[src/rtl/frequency_ordered_list_locate_core_macros.svh]
// Assertion macros shared by the frequency-ordered list locate core.
// Included by the RTL file that carries concurrent checks; no other dependencies.
`ifndef FREQUENCY_ORDERED_LIST_LOCATE_CORE_MACROS_SVH
`define FREQUENCY_ORDERED_LIST_LOCATE_CORE_MACROS_SVH
`ifndef SYNTHESIS
// A condition that must hold at every clock edge outside reset.
`define FOL_ASSERT_ALWAYS(lbl, clk, rstn, cond, msg) \
    lbl: assert property (@(posedge clk) disable iff (!rstn) (cond)) else $error(msg);
// A condition that implies another in the same cycle.
`define FOL_ASSERT_SAME(lbl, clk, rstn, ante, cons, msg) \
    lbl: assert property (@(posedge clk) disable iff (!rstn) (ante) |-> (cons)) else $error(msg);
// A condition that implies another in the next cycle.
`define FOL_ASSERT_NEXT(lbl, clk, rstn, ante, cons, msg) \
    lbl: assert property (@(posedge clk) disable iff (!rstn) (ante) |=> (cons)) else $error(msg);
`else
`define FOL_ASSERT_ALWAYS(lbl, clk, rstn, cond, msg)
`define FOL_ASSERT_SAME(lbl, clk, rstn, ante, cons, msg)
`define FOL_ASSERT_NEXT(lbl, clk, rstn, ante, cons, msg)
`endif
`endif

[src/rtl/fol_pkg.sv]
// Package for the frequency-ordered list locate core: widths, request codes, cell control.
// No dependencies; used by fol_cell and frequency_ordered_list_locate_core.
`timescale 1ns / 1ps

package fol_pkg;

    localparam int FOL_ENTRIES    = 16;
    localparam int FOL_COUNT_BITS = 16;

    localparam int VALUE_W     = 32;
    localparam int POS_W       = 4;
    localparam int OUT_COUNT_W = 16;

    localparam int S_TDATA_W = ((POS_W + 2 * VALUE_W + 7) / 8) * 8;
    localparam int M_TDATA_W = ((POS_W + OUT_COUNT_W + 7) / 8) * 8;

    typedef enum logic {
        REQ_LOCATE = 1'b0,
        REQ_LOAD   = 1'b1
    } fol_req_t;

    // Broadcast from the controller to every cell.
    typedef struct packed {
        logic               accept_locate;
        logic               accept_load;
        logic               move_en;
        logic [POS_W-1:0]   load_position;
        logic [VALUE_W-1:0] load_value;
        logic [VALUE_W-1:0] search_key;
        logic [VALUE_W-1:0] move_key;
    } fol_ctrl_t;

endpackage

[src/rtl/fol_cell.sv]
// One list cell: holds a value and its access count, compares, and shifts from its neighbour.
// Depends on fol_pkg.
`timescale 1ns / 1ps

module fol_cell import fol_pkg::*; #(
    parameter int IDX        = 0,
    parameter int COUNT_BITS = FOL_COUNT_BITS
) (
    input  logic                  aclk,
    input  logic                  aresetn,
    input  fol_ctrl_t             ctrl,
    input  logic [COUNT_BITS-1:0] old_count,
    input  logic [COUNT_BITS-1:0] inc_count,
    input  logic                  seen_in,
    output logic                  seen_out,
    output logic [COUNT_BITS-1:0] sel_count,
    output logic                  hit,
    input  logic [VALUE_W-1:0]    left_value,
    input  logic [COUNT_BITS-1:0] left_count,
    input  logic                  left_run,
    output logic [VALUE_W-1:0]    value_out,
    output logic [COUNT_BITS-1:0] count_out,
    input  logic                  run_in,
    output logic                  run_out,
    output logic                  start
);

    logic [VALUE_W-1:0]    value_reg;
    logic [COUNT_BITS-1:0] count_reg;
    logic                  hit_reg;
    logic                  match;
    logic                  first;
    logic                  load_hit;

    assign match     = (value_reg == ctrl.search_key);
    assign first     = match && !seen_in;
    assign seen_out  = seen_in || match;
    assign sel_count = first ? count_reg : '0;
    assign load_hit  = ctrl.accept_load
                       && (VALUE_W'(ctrl.load_position) == VALUE_W'(IDX));

    // The run is the stretch ending at the hit cell whose counts equal the old count.
    assign run_out   = hit_reg || ((count_reg == old_count) && run_in);
    assign start     = run_out && !left_run;

    assign hit       = hit_reg;
    assign value_out = value_reg;
    assign count_out = count_reg;

    always_ff @(posedge aclk) begin
        if (!aresetn) begin
            value_reg <= VALUE_W'(IDX);
            count_reg <= '0;
            hit_reg   <= 1'b0;
        end else begin
            if (ctrl.accept_locate || ctrl.accept_load) begin
                hit_reg <= ctrl.accept_locate && first;
            end
            if (load_hit) begin
                value_reg <= ctrl.load_value;
                count_reg <= '0;
            end else if (ctrl.move_en && start) begin
                value_reg <= ctrl.move_key;
                count_reg <= inc_count;
            end else if (ctrl.move_en && run_out) begin
                value_reg <= left_value;
                count_reg <= left_count;
            end
        end
    end

endmodule

[src/rtl/frequency_ordered_list_locate_core.sv]
// Top level of the frequency-ordered list locate core: controller, result register, cell row.
// Depends on fol_pkg, fol_cell and frequency_ordered_list_locate_core_macros.svh.
`timescale 1ns / 1ps
`include "frequency_ordered_list_locate_core_macros.svh"

// Channel   Direction  tdata (lowest bit up)                          tuser
// s_        in         load_position[3:0], load_value, search_key     req_type
// m_        out        new_position[3:0], new_count[15:0]             found
//
// Every item passes through the transfer cycle, in which each cell compares its value with
// the key and the front-most match is found along the row, and the FINISH state, in which
// the run ending at the hit cell is resolved along the row and every cell in it shifts once.
// The FINISH state waits while the result register still holds an untaken result; the list
// is not touched until the result can be written, so a stall on the output side is harmless.
// A new transfer is accepted whenever the controller is idle and out of reset, even if a
// result is waiting. Reset (aresetn low, synchronous) loads cell i with the value i and a
// zero count, and holds s_tready low.

module frequency_ordered_list_locate_core import fol_pkg::*; #(
    parameter int ENTRIES    = FOL_ENTRIES,
    parameter int COUNT_BITS = FOL_COUNT_BITS
) (
    input  logic                 aclk,
    input  logic                 aresetn,
    input  logic                 s_tvalid,
    output logic                 s_tready,
    input  logic [S_TDATA_W-1:0] s_tdata,  // load_position, load_value, search_key, zero pad
    input  logic                 s_tuser,  // req_type
    output logic                 m_tvalid,
    input  logic                 m_tready,
    output logic [M_TDATA_W-1:0] m_tdata,  // new_position, new_count, zero pad
    output logic                 m_tuser   // found
);

    localparam int IDX_BITS = (ENTRIES > 1) ? $clog2(ENTRIES) : 1;
    localparam int PW       = (IDX_BITS > POS_W) ? IDX_BITS : POS_W;
    localparam logic [COUNT_BITS-1:0] COUNT_MAX = '1;

    typedef enum logic {
        IDLE,
        FINISH
    } state_t;

    state_t                  state_reg;
    logic                    found_reg;
    logic [COUNT_BITS-1:0]   oldc_reg;
    logic [VALUE_W-1:0]      key_reg;
    logic                    m_tvalid_reg;
    logic                    m_found_reg;
    logic [POS_W-1:0]        m_pos_reg;
    logic [OUT_COUNT_W-1:0]  m_count_reg;

    fol_ctrl_t               ctrl;
    logic                    accept;
    logic                    move_fire;
    logic [COUNT_BITS-1:0]   newc;
    logic [COUNT_BITS-1:0]   sel_or;
    logic [PW-1:0]           start_pos;

    // Neighbour chains along the row; the extra element closes each end.
    logic                    seen   [0:ENTRIES];
    logic                    run    [0:ENTRIES];
    logic [VALUE_W-1:0]      values [0:ENTRIES-1];
    logic [COUNT_BITS-1:0]   counts [0:ENTRIES-1];
    logic [COUNT_BITS-1:0]   sels   [0:ENTRIES-1];
    logic [ENTRIES-1:0]      hit_vec;
    logic [ENTRIES-1:0]      start_vec;

    assign s_tready = aresetn && (state_reg == IDLE);
    assign accept   = s_tvalid && s_tready;

    // The result register can be written when it is empty or is being emptied now.
    assign move_fire = (state_reg == FINISH) && (!m_tvalid_reg || m_tready);

    assign ctrl.accept_locate = accept && (fol_req_t'(s_tuser) == REQ_LOCATE);
    assign ctrl.accept_load   = accept && (fol_req_t'(s_tuser) == REQ_LOAD);
    assign ctrl.move_en       = move_fire;
    assign ctrl.load_position = s_tdata[POS_W-1:0];
    assign ctrl.load_value    = s_tdata[POS_W+VALUE_W-1:POS_W];
    assign ctrl.search_key    = s_tdata[POS_W+2*VALUE_W-1:POS_W+VALUE_W];
    assign ctrl.move_key      = key_reg;

    // A saturated count stays put, but the entry still moves to the head of its run.
    assign newc = (oldc_reg == COUNT_MAX) ? COUNT_MAX : oldc_reg + 1'b1;

    assign seen[0]       = 1'b0;
    assign run[ENTRIES]  = 1'b0;

    for (genvar i = 0; i < ENTRIES; i++) begin : g_cell
        logic [VALUE_W-1:0]    left_value;
        logic [COUNT_BITS-1:0] left_count;
        logic                  left_run;

        if (i == 0) begin : g_head
            assign left_value = '0;
            assign left_count = '0;
            assign left_run   = 1'b0;
        end else begin : g_body
            assign left_value = values[i-1];
            assign left_count = counts[i-1];
            assign left_run   = run[i-1];
        end

        fol_cell #(
            .IDX        (i),
            .COUNT_BITS (COUNT_BITS)
        ) u_cell (
            .aclk       (aclk),
            .aresetn    (aresetn),
            .ctrl       (ctrl),
            .old_count  (oldc_reg),
            .inc_count  (newc),
            .seen_in    (seen[i]),
            .seen_out   (seen[i+1]),
            .sel_count  (sels[i]),
            .hit        (hit_vec[i]),
            .left_value (left_value),
            .left_count (left_count),
            .left_run   (left_run),
            .value_out  (values[i]),
            .count_out  (counts[i]),
            .run_in     (run[i+1]),
            .run_out    (run[i]),
            .start      (start_vec[i])
        );
    end

    // Only the front-most matching cell drives its count, so an OR picks it out.
    always_comb begin
        sel_or = '0;
        for (int i = 0; i < ENTRIES; i++) begin
            sel_or = sel_or | sels[i];
        end
    end

    // Exactly one cell marks the start of the run when the locate hit.
    always_comb begin
        start_pos = '0;
        for (int i = 0; i < ENTRIES; i++) begin
            if (start_vec[i]) begin
                start_pos = start_pos | PW'(i);
            end
        end
    end

    always_ff @(posedge aclk) begin
        if (!aresetn) begin
            state_reg    <= IDLE;
            m_tvalid_reg <= 1'b0;
            found_reg    <= 1'b0;
        end else begin
            // A new result replaces the one being taken in the same cycle.
            if (move_fire) begin
                m_tvalid_reg <= 1'b1;
            end else if (m_tvalid_reg && m_tready) begin
                m_tvalid_reg <= 1'b0;
            end
            case (state_reg)
                IDLE: begin
                    if (accept) begin
                        found_reg <= ctrl.accept_locate && seen[ENTRIES];
                        oldc_reg  <= sel_or;
                        key_reg   <= ctrl.search_key;
                        state_reg <= FINISH;
                    end
                end
                FINISH: begin
                    if (move_fire) begin
                        m_found_reg  <= found_reg;
                        m_pos_reg    <= found_reg ? start_pos[POS_W-1:0] : '0;
                        m_count_reg  <= found_reg ? OUT_COUNT_W'(newc) : '0;
                        state_reg    <= IDLE;
                    end
                end
                default: begin
                    state_reg <= IDLE;
                end
            endcase
        end
    end

    assign m_tvalid = m_tvalid_reg;
    assign m_tuser  = m_found_reg;
    assign m_tdata  = M_TDATA_W'({m_count_reg, m_pos_reg});

    // Checks on the cell row and the controller.
    `FOL_ASSERT_ALWAYS(a_hit_onehot0, aclk, aresetn, $onehot0(hit_vec),
        "more than one cell holds the hit mark")
    `FOL_ASSERT_SAME(a_start_onehot, aclk, aresetn, move_fire && found_reg,
        $onehot(start_vec), "a located entry must have exactly one run start")
    `FOL_ASSERT_SAME(a_miss_no_hit, aclk, aresetn, (state_reg == FINISH) && !found_reg,
        hit_vec == '0, "a miss or a load left a hit mark in the row")
    `FOL_ASSERT_NEXT(a_one_at_a_time, aclk, aresetn, s_tvalid && s_tready,
        !s_tready, "a second transfer was accepted before the first finished")
    `FOL_ASSERT_NEXT(a_result_written, aclk, aresetn, move_fire,
        m_tvalid && (m_tuser == $past(found_reg)), "result register not loaded on finish")

endmodule

[config.mk]
export PLATFORM = sky130hd
export DESIGN_NAME = frequency_ordered_list_locate_core
export DESIGN_NICKNAME = d
export VERILOG_FILES = /design/src/rtl/fol_pkg.sv /design/src/rtl/fol_cell.sv /design/src/rtl/frequency_ordered_list_locate_core.sv
export VERILOG_INCLUDE_DIRS = /design/src /design/src/rtl
export SDC_FILE = /design/constraint.sdc
export NUM_CORES = 2
export LEC_CHECK = 0
export BUFFER_PORTS_ARGS = -buffer_cell sky130_fd_sc_hd__buf_4
export CORE_UTILIZATION = 55
export DETAILED_ROUTE_END_ITERATION = 10
export PLACE_DENSITY = 0.82
export SLEW_MARGIN = 20
export SYNTH_ARGS = -nofsm -noshare
export SYNTH_HDL_FRONTEND = slang
export SYNTH_SLANG_ARGS = --single-unit
[constraint.sdc]
create_clock -name aclk -period 5.1 [get_ports aclk]
set_input_delay 0.51 -clock aclk [delete_from_list [all_inputs] [get_ports aclk]]
set_output_delay 0.51 -clock aclk [all_outputs]
set_load 0.005 [all_outputs]
Word level (Yosys, flattened, before mapping):

Cells that the tools add are included.

* add/sub/neg operators: 1
* eq/ne operators: 47
* multiplexer cells: 114
* bitwise gates (word level): 18
* reduce and logical (&&, ||, !) cells: 230

Operators with widths (number)
* 32-bit two-way mux: 47
* 16-bit two-way mux: 47
* 32-bit equality test: 16
* 16-bit equality test: 15
* 16-bit OR: 15
* 1-bit logical AND: 115
* 3-bit nonzero test: 15
* 2-bit nonzero test: 17
* 4-bit equality test (second input constant): 8
* 1-bit logical OR: 32
* 4-bit two-way mux: 8
* 2-bit OR reduction: 16
* 1-bit zero test: 31
* 16-bit by 1-bit adder with 16-bit output (second input constant): 1
* 16-bit equality test (second input constant): 1
* 4-bit by 3-bit equality test with 1-bit output (second input constant): 4
* 3-bit two-way mux: 4
* 4-bit by 2-bit equality test with 1-bit output (second input constant): 2
* 3-bit AND reduction: 2
* 1-bit two-way mux: 5
* 4-bit by 1-bit equality test with 1-bit output (second input constant): 1
* 4-bit zero test: 1
* 2-bit two-way mux: 2
* 1-bit inverter: 3
* 2 further kinds: 2

* flip-flop bits (word level): 856
* input port bits: 77
* output and inout port bits: 27

Depth between registers and ports, before layout:

* word-level depth: 48
* depth in mapped cells: 16
* mapped depth without buffers: 11

By module:

A second synthesis with hierarchy kept.

* cell total of the unflattened synthesis: 5866
* area total of the unflattened synthesis: 56639.3 um2

Modules (own cells, without submodules)
* fol_cell (g_cell[10].u_cell ...): times used 5, cells each 348, area each 3365.7 um2, sequential area each 980.9 um2
* fol_cell (g_cell[4].u_cell ...): times used 2, cells each 353, area each 3452.1 um2, sequential area each 980.9 um2
* fol_cell (g_cell[1].u_cell ...): times used 2, cells each 353, area each 3419.5 um2, sequential area each 980.9 um2
* fol_cell (g_cell[11].u_cell ...): times used 2, cells each 348, area each 3173.0 um2, sequential area each 980.9 um2
* fol_cell (g_cell[13].u_cell ...): times used 2, cells each 348, area each 3166.8 um2, sequential area each 980.9 um2
* fol_cell (g_cell[0].u_cell): times used 1, cells each 352, area each 3462.1 um2, sequential area each 980.9 um2
* frequency_ordered_list_locate_core: times used 1, cells each 275, area each 3389.5 um2, sequential area each 2132.0 um2
* fol_cell (g_cell[3].u_cell): times used 1, cells each 348, area each 3377.0 um2, sequential area each 980.9 um2
* fol_cell (g_cell[15].u_cell): times used 1, cells each 347, area each 3159.3 um2, sequential area each 980.9 um2

Worst setup path after synthesis:

Ideal clock, no wire load.

* path type: input -> register
* start: input aresetn
* end: register g_cell[5].u_cell.value_reg[10]
* setup time: 60 ps
* data arrival time: 3775 ps
* data required time: 5040 ps
* path slack: 1265 ps
* stages: 12
* buffers on the path: 1
* cell sequence: nor2b_1 > nand2_1 > inv_1 > nand2_1 > nor3b_1 > nand2_1 > nand2_1 > nor2_1 > and3_1 > clkbuf_1 > a22oi_1 > nand2_1

* longest elaborated chain between the ends: 5
* elaborated cells between the ends (all ways): 6

RTL lines
* start, declared: RTL line frequency_ordered_list_locate_core.sv:24 `input logic aresetn,`
* 1-bit logical AND: RTL line frequency_ordered_list_locate_core.sv:69 `assign s_tready = aresetn && (state_reg == IDLE);`
* 1-bit logical AND: RTL line frequency_ordered_list_locate_core.sv:70 `assign accept = s_tvalid && s_tready;`
* 1-bit logical AND: RTL line frequency_ordered_list_locate_core.sv:76 `assign ctrl.accept_load = accept && (fol_req_t'(s_tuser) == REQ_LOAD);`
* 1-bit logical AND: RTL line fol_cell.sv:40 `&& (VALUE_W'(ctrl.load_position) == VALUE_W'(IDX));`
* 3-bit nonzero test (no source line) / 32-bit two-way mux (equally long branches)
* end signal, assigned: RTL line fol_cell.sv:52 `value_reg <= VALUE_W'(IDX);`
* end signal, assigned: RTL line fol_cell.sv:60 `value_reg <= ctrl.load_value;`
* end signal, assigned: RTL line fol_cell.sv:63 `value_reg <= ctrl.move_key;`
* end, declared: RTL line fol_cell.sv:28 `logic [VALUE_W-1:0] value_reg;`

Several ways; a longest one is shown, not always the timed one.
A chain may end at the register's enable or synchronous reset.

Worst setup path after layout:

* start: register oldc_reg[3]
* end: register g_cell[1].u_cell.value_reg[6]

* longest elaborated chain between the ends: 36
* elaborated cells between the ends (all ways): 52

RTL lines
* start, declared: RTL line frequency_ordered_list_locate_core.sv:46 `logic [COUNT_BITS-1:0] oldc_reg;`
* start signal, assigned: RTL line frequency_ordered_list_locate_core.sv:162 `oldc_reg <= sel_or;`
* 16-bit equality test: RTL line fol_cell.sv:43 `assign run_out = hit_reg || ((count_reg == old_count) && run_in);`
* 1-bit logical AND: RTL line fol_cell.sv:43
* 1-bit logical OR: RTL line fol_cell.sv:43
* 1-bit logical AND: RTL line fol_cell.sv:43
* 1-bit logical OR: RTL line fol_cell.sv:43
* 1-bit logical AND: RTL line fol_cell.sv:43
* 1-bit logical OR: RTL line fol_cell.sv:43
* 1-bit logical AND: RTL line fol_cell.sv:43
* (+20 left out)
* 1-bit logical OR: RTL line fol_cell.sv:43
* 1-bit logical AND: RTL line fol_cell.sv:43
* 1-bit logical OR: RTL line fol_cell.sv:43
* 1-bit zero test: RTL line fol_cell.sv:44 `assign start = run_out && !left_run;`
* 1-bit logical AND: RTL line fol_cell.sv:44
* 1-bit logical AND: RTL line fol_cell.sv:62 `end else if (ctrl.move_en && start) begin`
* 32-bit two-way mux: RTL line fol_cell.sv:62
* 32-bit two-way mux: RTL line fol_cell.sv:59 `if (load_hit) begin`
* end signal, assigned: RTL line fol_cell.sv:60
* end signal, assigned: RTL line fol_cell.sv:63
* end signal, assigned: RTL line fol_cell.sv:66 `value_reg <= left_value;`
* end, declared: RTL line fol_cell.sv:28

Several ways; a longest one is shown, not always the timed one.

==> metrics.cfg <==
[setup_path]
crit_family = compound AO/OA/AOI/OAI gates
crit_buf_inv = 1
critPathLaunchType = flip-flop
critPathSlowestCell = nor4_1
cp.required_ps = 5700
cp_max_fo = 63
path_cells = xnor2_1, nand4_1, nor4_1, a21o_1, a211o_1, nand2_1, o311ai_4, a21oi_4, buf_12, mux2i_1, o21ai_0
critPathCaptureType = flip-flop
worst-setup-path-type = reg2reg
critPathMaxStageDelay_ps = 830
arrival_ps = 5170

[placed_design]
dp_hpwl_um = 128000
io_buffers = 95
post_dp_cell_area_um2 = 52600
place_inst = 7087
gp_congestion = 1.01

[layout]
synthToLayoutAreaGrowth_pct = 7.48
drive_above_1_share_pct = 8.28
layoutNonFillerInstCount = 7258
fin_util_pct = 59.7
fin_area_um2 = 55700
final_nets = 6006
largest_reg_flops = 512

[logic_synthesis]
synth_area_um2 = 51800
synthArstFlopShare_pct = 0
synth_area_leaders = dfxtp_1 30%, mux2i_1 8.3%, xnor2_1 6.8%
synth_top_area_share_pct = 30.4
synth.distinct_cells = 71
synth_edf_count = 69
syn_area_per_cell_um2 = 8.24
syn-instance-count = 6292
yosys_warnings = 0
synth_top_flop_cell = dfxtp_1
synth_top_area_cell = dfxtp_1
ys_ff_latch = 856
yosysSeqAreaShare_pct = 34.4

[cts]
htreeDepth = 3
clkSinkCount = 856
post_cts_resized = 0
hold_buffers = 0
root_buffer = clkbuf_16
clk_pin_slew_ps = 60
cts_buffer_depth = 3
insertion_delay_ps = 700
cts_buffers = 93
post-cts-setup-buffers = 0
cts_tree = yes

[die]
dieWidth_um = 309
die_h_um = 309
row_count = 112
dieArea_um2 = 95400
core_area_um2 = 93300
start_util_pct = 55.5
ios = 104

[sta]
setup_violations = 0
totalNegativeSetupSlack_ps = 0
min_period_ps = 4570
slew_headroom_pct = 18.8
fmax_mhz = 219
tightest_slew_ps = 1220
fin_skew_ps = 50.7
drv_slew = 0
hold_viol = 0
rsz0062_at_grt = false
fin_crit_sh_pct = 89.5

[routing]
drt_iter0_drc = 7241
wire_per_inst_um = 25.0
ant_nets = 0
num_vias = 49100
routed_wl_um = 181000
drtPass1Iterations = 9
remaining_drc_errors = 0
avgViaCountPerCell = 6.77

[power]
vdd_drop_max_uv = 279
internal-power_mw = 11.2
pwr-share-seq_pct = 45.8
sw_frac_of_total_pct = 25.8
total_power_mw = 15.1
power_leakage_nw = 22.4
combPwrFrac_pct = 7.9
p_per_area_nw_per_um2 = 271
clkPwrFrac_pct = 46.3
p_sw_mw = 3.90

[run]
cap_violations = 0

[min_path]
hp-class = in2reg

[outcome]
status = finished clean

[global_route]
overflow = 0
grt_use_total_pct = 36.9
grt_pass1_wl_um = 275000
grt_max_degree = 265
grt_pass1_vias = 45500
antenna_found_initial = 6

[worst min-delay path, stage by stage]
cell and delay, ps:
buf_4 90, mux2i_1 60, nor2b_1 90
[logic make-up (layout without fill, tap and decap cells)]
family	count (synthesis)	count (layout)	synth area share, %
buffers and inverters	725	432	5.87
multiplexers	472	472	9.21
other	1	6	0.00724
adder cells (fa/ha/maj)	1	1	0.0241
AND/OR/NAND/NOR	1931	1931	17.6
AO/OA/AOI/OAI	1543	1543	20.0
flip-flops	856	856	34.4
XOR/XNOR	763	763	12.9
[power by group through the flow]
stage	clock network, mW	registers, mW	logic, mW
2_1_floorplan	0	6.97	0.807
3_3_place_gp	0	7.06	1.11
3_5_place_dp	0	7.06	1.12
4_1_cts	6.99	6.91	1.13
5_1_grt	7.26	6.92	1.23
6_report	7.00	6.92	1.19
[metrics by stage]
step           setup slack, ps  hold slack (ps)
2_1_floorplan             1260              441
3_3_place_gp               541              456
3_5_place_dp               552              459
4_1_cts                    513             98.0
5_1_grt                    373              154
6_report                   535              113
[layout by cell type (no fill, tap or decap), drive strengths merged, types with 115 or more instances in the layout]
cell	n
clkbuf	136
xor2	358
nor2	303
o21ai	306
and2	130
o211ai	115
a221oi	164
nand4	123
mux2i	432
a22oi	236
buf	225
a21oi	339
nor4	118
nor2b	165
nand2	884
dfxtp	787
xnor2	405
[cells in the mapped netlist, drive strengths merged (16+ instances only)]
cell type / n
a2111o: 16
nand4: 123
buf: 204
nor4: 118
xnor2: 405
a222oi: 16
a22o: 30
o211ai: 115
o22ai: 44
o21ai: 306
edfxtp: 69
a31oi: 36
mux2i: 432
o221ai: 28
and3: 53
clkbuf: 483
inv: 38
nand3: 70
nor3: 42
o21a: 34
nor2b: 165
and2: 130
a21oi: 339
mux2: 40
o2111ai: 19
xor2: 358
a21boi: 36
a221oi: 164
dfxtp: 787
a22oi: 236
a211oi: 85
nand2: 884
nor2: 303
[worst paths after layout]
| check | from | to | slack, ps | depth (start not counted) |
|---|---|---|---|---|
| min | s_tvalid | state_reg | 110 | 3 |
| max reg2reg | oldc_reg[3] | g_cell[1].u_cell.value_out[6] | 530 | 11 |
| min reg2reg | g_cell[1].u_cell.hit | g_cell[1].u_cell.hit | 460 | 2 |
| max | oldc_reg[3] | g_cell[1].u_cell.value_out[6] | 530 | 11 |
[area by class of cell]
class / instances / area, um^2
multi-input combinational: 4714 / 31300
clock inverter: 33 / 434
antenna: 2 / 5.00
clock buffer: 136 / 2630
timing repair buffer: 225 / 1750
sequential: 856 / 17800
fill: 8140 / 37600
inverter: 38 / 143
tap: 1254 / 1570
[per-layer routing]
metal | GRT usage (%) | vias to the layer above | part of all wire [%]
met2 | 56.7 | 3377 | 44
met1 | 48.5 | 23400 | 39
met5 | 0 | - | 0.020
li1 | - | 21600 | -
met4 | 19.0 | 6 | 5.9
met3 | 8.06 | 789 | 12
Power figures use the tool's default switching activity.
